--- src/hw/rtl/nsv_pkg.sv ---
// Shared types and constants for the nearest-site pixel colorer.
package nsv_pkg;

  localparam int SITE_CNT_W = 9;
  localparam int INDEX_W    = 8;
  localparam int CHAN_W     = 8;
  localparam int COLOR_W    = 32;
  localparam int CFG_IDX_W  = 1;

  localparam int MARKER_REACH = 2;

  localparam logic [COLOR_W-1:0] MARKER_COLOR = 32'hFF00_0000;

  localparam logic OP_LOAD  = 1'b0;
  localparam logic OP_QUERY = 1'b1;

  localparam logic [CFG_IDX_W-1:0] CFG_SITE_COUNT    = 1'b0;
  localparam logic [CFG_IDX_W-1:0] CFG_MARKER_ENABLE = 1'b1;

  typedef struct packed {
    logic                  vld;
    logic                  last;
    logic [SITE_CNT_W-1:0] idx;
  } nsv_tag_t;

endpackage

--- src/hw/rtl/nsv_dist_pipe.sv ---
// Two-stage squared-distance pipeline: abs diffs, then squares; sum at output.
module nsv_dist_pipe import nsv_pkg::*; #(
  parameter int CB = 12
) (
  input  logic               clk,
  input  logic               rst_n,
  input  nsv_tag_t           in_tag,
  input  logic [CB-1:0]      site_col,
  input  logic [CB-1:0]      site_row,
  input  logic [COLOR_W-1:0] site_color,
  input  logic [CB-1:0]      px,
  input  logic [CB-1:0]      py,
  output nsv_tag_t           out_tag,
  output logic [2*CB:0]      out_dsq,
  output logic               out_near,
  output logic [COLOR_W-1:0] out_color
);

  localparam int SQW = 2 * CB;
  localparam int DSW = 2 * CB + 1;

  logic [CB-1:0]      dx_nxt, dy_nxt;
  logic               near_nxt;
  nsv_tag_t           tag1_r, tag2_r;
  logic [CB-1:0]      dx_r, dy_r;
  logic               near1_r, near2_r;
  logic [COLOR_W-1:0] color1_r, color2_r;
  logic [SQW-1:0]     dxsq_r, dysq_r;

  always_comb begin
    dx_nxt   = (px > site_col) ? (px - site_col) : (site_col - px);
    dy_nxt   = (py > site_row) ? (py - site_row) : (site_row - py);
    near_nxt = (dx_nxt <= CB'(MARKER_REACH)) && (dy_nxt <= CB'(MARKER_REACH));
  end

  always_ff @(posedge clk) begin
    if (!rst_n) begin
      tag1_r.vld <= 1'b0;
      tag2_r.vld <= 1'b0;
    end else begin
      tag1_r <= in_tag;
      tag2_r <= tag1_r;
    end
  end

  always_ff @(posedge clk) begin
    dx_r     <= dx_nxt;
    dy_r     <= dy_nxt;
    near1_r  <= near_nxt;
    color1_r <= site_color;
    dxsq_r   <= SQW'(dx_r) * SQW'(dx_r);
    dysq_r   <= SQW'(dy_r) * SQW'(dy_r);
    near2_r  <= near1_r;
    color2_r <= color1_r;
  end

  assign out_tag   = tag2_r;
  assign out_dsq   = DSW'(dxsq_r) + DSW'(dysq_r);
  assign out_near  = near2_r;
  assign out_color = color2_r;

endmodule

--- config.mk ---
export PLATFORM = sky130hd
export DESIGN_NAME = nsv_dist_pipe
export DESIGN_NICKNAME = d
export VERILOG_FILES = /design/src/hw/rtl/nsv_pkg.sv /design/src/hw/rtl/nsv_dist_pipe.sv
export SDC_FILE = /design/constraint.sdc
export NUM_CORES = 1
export LEC_CHECK = 0
export ABC_AREA = 1
export BUFFER_PORTS_ARGS = -buffer_cell sky130_fd_sc_hd__buf_4
export CAP_MARGIN = 30
export CELL_PAD_IN_SITES_DETAIL_PLACEMENT = 1
export CELL_PAD_IN_SITES_GLOBAL_PLACEMENT = 2
export CORE_MARGIN = 2
export CORE_UTILIZATION = 39
export DETAILED_ROUTE_END_ITERATION = 16
export PLACE_DENSITY_LB_ADDON = 0.1
export REMOVE_ABC_BUFFERS = 1
export SKIP_CTS_REPAIR_TIMING = 1
export SLEW_MARGIN = 20
export SYNTH_ARGS = -nofsm -noshare
export SYNTH_HDL_FRONTEND = slang
export SYNTH_SLANG_ARGS = --single-unit
--- constraint.sdc ---
create_clock -name clk -period 15.6 [get_ports clk]
set_input_delay 3.12 -clock clk [delete_from_list [all_inputs] [get_ports clk]]
set_output_delay 3.12 -clock clk [all_outputs]
set_load 0.02 [all_outputs]
# Yosys cells after proc, flatten, opt, wreduce, memory -nomap -nowiden
# Index checks and enable logic that the tools add are counted.
# classes
add_sub_neg	5
n_mul	2
order_cmp	4
n_mux	2
reduce_logical	1
# op_table
operator	n
12-bit by 12-bit multiplier with 24-bit output	2
12-bit subtractor	4
24-bit by 24-bit adder with 25-bit output	1
12-bit > comparator	2
12-bit by 2-bit less-or-equal comparator with 1-bit output, second input constant	2
12-bit two-way mux	2
1-bit logical AND	1
# word_totals
register_bits	160
inputBits	93
out_inout_bits	69
wordCells	28

# Logic depth before layout (Yosys ltp)
# Gate-level depths: netlist of run 1.
# depth
word_depth	4
mapped_depth	22
depth_no_buf	21

# Least setup slack after synthesis of run 1
# Ideal clock, no wire load.
# synth_path
path_type	flip-flop to output port
startpoint	reg dxsq_r[3]
endpoint	out out_dsq[23]
arrival_time_ps	1893
required_ps	12480
slack_ps	10587
stages_incl_launch_ff	9
n_path_buf	0
path_cell_list	dfxtp_1 ha_1 nand2_1 nand2_1 a21oi_1 o21ai_0 a21oi_1 o31ai_1 xor2_1
# synth_via
elab_chain_len	1
# synth_lines
element	line_no	text
from (decl)	nsv_dist_pipe.sv:28	logic [SQW-1:0] dxsq_r, dysq_r;
from (signal assigned)	nsv_dist_pipe.sv:51	dxsq_r <= SQW'(dx_r) * SQW'(dx_r);
24-bit by 24-bit adder with 25-bit output	nsv_dist_pipe.sv:58	assign out_dsq = DSW'(dxsq_r) + DSW'(dysq_r);
to (decl)	nsv_dist_pipe.sv:14	output logic [2*CB:0] out_dsq,
# No other way between the ends.

# Final worst setup path of run 1
# Ends and elaborated chain as after synthesis.

==> qor.txt, run 1 <==
run status = finished, final reports clean
dpl cell area = 0.0173 mm²
CP Data Arrival Time = 2.88 ns
Vias/cell = 4.66
Die Y = 204 µm
count of cell types in the netlist = 45
largest cells by area after synthesis = fa_1 21%, dfxtp_1 18%, ha_1 15%
Clk Latency, worst-skew pair = 0.44 ns
Mapped Area = 0.0156 mm²
Post-synth EDFFs = 20
Max Clock Freq = 167 MHz
worst hold path class = flop to flop
Worst Setup Start Kind = flop
die footprint = 0.0417 mm²
pin count of the biggest net entering global routing = 23
# setup viols final = 0
Clock Path Buffers = 2
cts bufs inserted = 17
initial antenna violation count = 0
CORE AREA = 0.0396 mm²
Setup TNS = 0 ns
area share of the largest cell type after synthesis = 21.1%
initial core utilization = 39.4%
Nets = 2,568
die width = 204 µm
boundary pin count = 162
most common cell after layout, fill and taps aside = inv_1
clock-pin slew on the worst setup and hold paths = 0.06 ns
final wirelength = 39,400 µm
routed len/inst = 14.8 µm
antenna cells = 0
vias in the first global route = 13.4k
GPL Wtd Cong = 0.851
CTS tree = built
DR DRC count = 0
cell accounting for the most synthesized area = fa_1
synthesis-to-finish area growth = 14.4%
Mapped Cells = 1,981
Hold Fails Final Rpt = 0
Tcrit/Tclk final = 38.4%
dpl hpwl = 34,000 µm
first-pass GRT wire length = 66,300 µm
max cap viols = 0
initial detailed-routing violation count = 457
largest fanout on the critical path = 5
WP data required = 12.48 ns
most frequent cells in the layout = 513 x inv_1, 444 x nand2_1, 185 x ha_1
gr usage total = 19.9%
FP Rows = 73
hold_sp = color1_r[10]$_DFF_P_
design area = 0.0179 mm²
Slew HR = 52.1%
commonest register cell after synthesis = dfxtp_1
fillers = 4,900
CP Launch Point = dxsq_r[3]$_DFF_P_
Final Max Tran Viols = 0
RSZ-0062 raised after global routing = no
Crit Path Class = flop to primary output
Seq/Total Area, Yosys = 21.5%
skew final = 0.0158 ns
total global routing overflow = 0
layout cell share with drive strength beyond 1 = 11.1%
total number of yosys warnings = 0
Setup crit end kind = primary output
Synth Register Bits = 158
post-layout util = 45.1%
I/O Buffers = 161
Final ANT Viol Nets = 0
min cycle time layout = 6.00 ns
RR Startpoint = dx_r[9]$_DFF_P_
via count = 12.4k
H-Tree Depth = 4
Synth Area per Inst = 7.89 µm²
Slew @ Worst Pin = 0.717 ns
ys async rst share = 0%
Clock Sink Count = 158
DR pass1 iterations = 4
Clock Tree Root = clkbuf_16
worst paths after layout:
kind                            slack [ns]               endpoint  cells after the start
worst max-delay path                  9.60            out_dsq[23]                      9
worst min-delay path                  0.33  out_color[10]$_DFF_P_                      0
worst max register to register       10.11     dxsq_r[19]$_DFF_P_                     17
worst min register to register        0.33  out_color[10]$_DFF_P_                      0
per-layer routing:
layer | up-vias | global-route usage, % | part of all wire [%] | routed length (µm)
met2 | 194 | 36.9 | 51 | 20200
li1 | 6232 | - | - | -
met5 | - | 0 | 0 | 0
met4 | 0 | 3.91 | 0.96 | 380
met1 | 5975 | 24.8 | 45 | 17600
met3 | 21 | 2.17 | 3.2 | 1270
layout make-up:
| type | instances | area [µm²] | share of cell area, % |
|---|---|---|---|
| clock buffers | 18 | 429 | 2.40 |
| clock inverters | 14 | 133 | 0.742 |
| inverters | 526 | 1970 | 11.0 |
| multi-input cells | 1261 | 10100 | 56.6 |
| flip-flops and latches | 158 | 3360 | 18.8 |
| well taps | 525 | 657 | 3.68 |
| repair buffers | 161 | 1210 | 6.76 |
per-stage QoR:
step / std cells / setup WS (ns) / hold slack [ns]
6_report: 2663 / 9.60 / 0.326
5_1_grt: 2663 / 9.43 / 0.333
2_1_floorplan: 1945 / 10.59 / 0.310
4_1_cts: 2663 / 9.58 / 0.326
3_3_place_gp: 2631 / 10.10 / 0.310
3_5_place_dp: 2631 / 10.05 / 0.313
registers in the layout (all words and copies together), names as in the netlist:
register and cells:
dysq_r 23, dxsq_r 23, out_color 32, tag1_r 11, color1_r 32, out_tag 11
dx_r 12, dy_r 12, out_near 1, near1_r 1
logic make-up (layout without fill, tap and decap cells):
kind of cell    count (synthesis)  in the layout  synth area share (%)
fa+ha+maj                     350            350                  36.0
mux                             1              1                0.0721
flops                         158            158                  21.5
simple gates                  643            643                  17.3
buf+inv                       562            719                  13.8
compound gates                178            178                  6.40
xor+xnor                       89             89                  4.99
synthesized netlist by cell type, types with 6 or more instances:
cell type  instances
inv_2             13
nand4_1           20
edfxtp_1          20
or2_2              6
dfxtp_1          138
nor2_1            71
a21oi_1           86
xor2_1            57
nand2_1          444
o211ai_1           7
inv_1            513
o21ai_0           47
a31oi_1            8
nand3_1           68
ha_1             185
nand2_2           10
xnor2_1           32
clkbuf_1          27
o21bai_1           8
fa_1             165
critical path, cell delays in order (launching register included):
cell	delay (ns)
dfxtp_1	0.31
ha_1	0.31
nand2_1	0.07
nand2_1	0.13
a21oi_1	0.37
o21ai_0	0.20
a21oi_1	0.37
o31ai_1	0.14
xor2_1	0.34
buf_4	0.22
Power of run 1 is not shown: default switching activity piles up to over one toggle a cycle in this logic, so the estimate is an artifact.
==> run 2: changes to the inputs <==
Settings changed: CORE_UTILIZATION 39 to 36.
Clock period 15.6 ns to 5.9 ns, I/O delays scaled along.
==> run 2 against run 1 <==
Critical path type is now flop to flop. Clock skew decreased by 0.011 ns. Global-route usage fell by 0.65 points. Hold slack got worse by 0.0015 ns. Count of clock-buffer cells in the layout is 1 higher.
==> qor.txt, run 2 (synthesis gave the netlist of run 1 again) <==
run status = finished, final reports clean
hold_ws = 0.324 ns
I/O Buffers = 161
dpl cell area = 0.0174 mm²
die footprint = 0.0451 mm²
fin worst setup slack = 0.646 ns
routed len/inst = 15.1 µm
# setup viols final = 0
CTS tree = built
initial core utilization = 36.3%
Vias/cell = 4.56
CP Data Arrival Time = 5.59 ns
via count = 12.4k
Slew @ Worst Pin = 0.559 ns
Slew HR = 62.7%
hold_sp = color1_r[13]$_DFF_P_
die width = 212 µm
Final Max Tran Viols = 0
final wirelength = 41,200 µm
RSZ-0062 raised after global routing = no
Clock Path Buffers = 2
Max Clock Freq = 190 MHz
min cycle time layout = 5.25 ns
antenna cells = 0
skew final = 0.00466 ns
WP data required = 6.23 ns
Hold Fails Final Rpt = 0
Nets = 2,576
GPL Wtd Cong = 0.827
most common cell after layout, fill and taps aside = inv_1
clock-pin slew on the worst setup and hold paths = 0.06 ns
worst hold path class = flop to flop
total global routing overflow = 0
vias in the first global route = 13.3k
DR DRC count = 0
initial antenna violation count = 0
CP Launch Point = dx_r[3]$_DFF_P_
Final ANT Viol Nets = 0
largest fanout on the critical path = 12
Clk Latency, worst-skew pair = 0.45 ns
max cap viols = 0
fillers = 5,331
pin count of the biggest net entering global routing = 23
dpl hpwl = 36,300 µm
DR pass1 iterations = 4
Setup TNS = 0 ns
synthesis-to-finish area growth = 15.4%
Clock Tree Root = clkbuf_16
DP Worst Slack = 0.658 ns
Clock Sink Count = 158
CORE AREA = 0.0430 mm²
Crit Path Class = flop to flop
cts bufs inserted = 17
Setup crit end kind = flop
RR Startpoint = dx_r[3]$_DFF_P_
Die Y = 212 µm
first-pass GRT wire length = 67,600 µm
most frequent cells in the layout = 513 x inv_1, 444 x nand2_1, 185 x ha_1
initial detailed-routing violation count = 343
FP Rows = 76
design area = 0.0180 mm²
Tcrit/Tclk final = 89.1%
H-Tree Depth = 4
Worst Setup Start Kind = flop
layout cell share with drive strength beyond 1 = 11.4%
boundary pin count = 162
gr usage total = 19.2%
run 2: cell count changes in the layout (fill, tap and decap cells not counted), sizes merged:
cell and delta:
buf +8, inv -3, clkinv +2, clkinvlp -2, bufinv +1, clkbuf +1
run 2: critical path, stage by stage, from the launching register on:
cell and delay [ns]:
dfxtp_1 0.65, nand2_1 0.18, inv_1 0.12, fa_1 0.45, fa_1 0.51, inv_1 0.05, fa_1 0.48, inv_1 0.05
fa_1 0.52, inv_1 0.05, fa_1 0.52, inv_1 0.04, ha_1 0.35, a21oi_1 0.25, nor2_1 0.06, nor2_1 0.12
o21ai_0 0.16, a21oi_1 0.26, o21ai_0 0.14, xor2_1 0.16
run 2: final timing paths:
| kind | to | cells past startpoint | slack (ns) |
|---|---|---|---|
| worst min register to register | out_color[13]$_DFF_P_ | 0 | 0.32 |
| worst min-delay path | out_color[13]$_DFF_P_ | 0 | 0.32 |
| worst max register to register | dxsq_r[19]$_DFF_P_ | 19 | 0.65 |
| worst max-delay path | dxsq_r[19]$_DFF_P_ | 19 | 0.65 |
run 2: final cells by class:
class,instances,area [µm²],area share [%]
flip-flops and latches,158,3360,18.7
clock inverters,12,138,0.763
well taps,585,732,4.06
multi-input cells,1261,10100,56.1
clock buffers,19,443,2.46
inverters,526,1970,11.0
repair buffers,169,1270,7.04
run 2: stage by stage:
stage / instances / util [%]
6_report: 2730 / 41.9
5_1_grt: 2730 / 41.9
4_1_cts: 2730 / 41.9
3_5_place_dp: 2699 / 40.6
3_3_place_gp: 2699 / 40.6
2_1_floorplan: 1945 / -
run 2: metal layers:
| metal | up-vias | global-route usage (%) | part of all wire, % |
|---|---|---|---|
| li1 | 6244 | - | - |
| met1 | 5977 | 24.4 | 45 |
| met2 | 190 | 34.5 | 50 |
| met3 | 33 | 2.27 | 3.6 |
| met4 | 0 | 5.04 | 1.4 |
| met5 | - | 0 | 0 |
Power of run 2 is left out for the same reason.
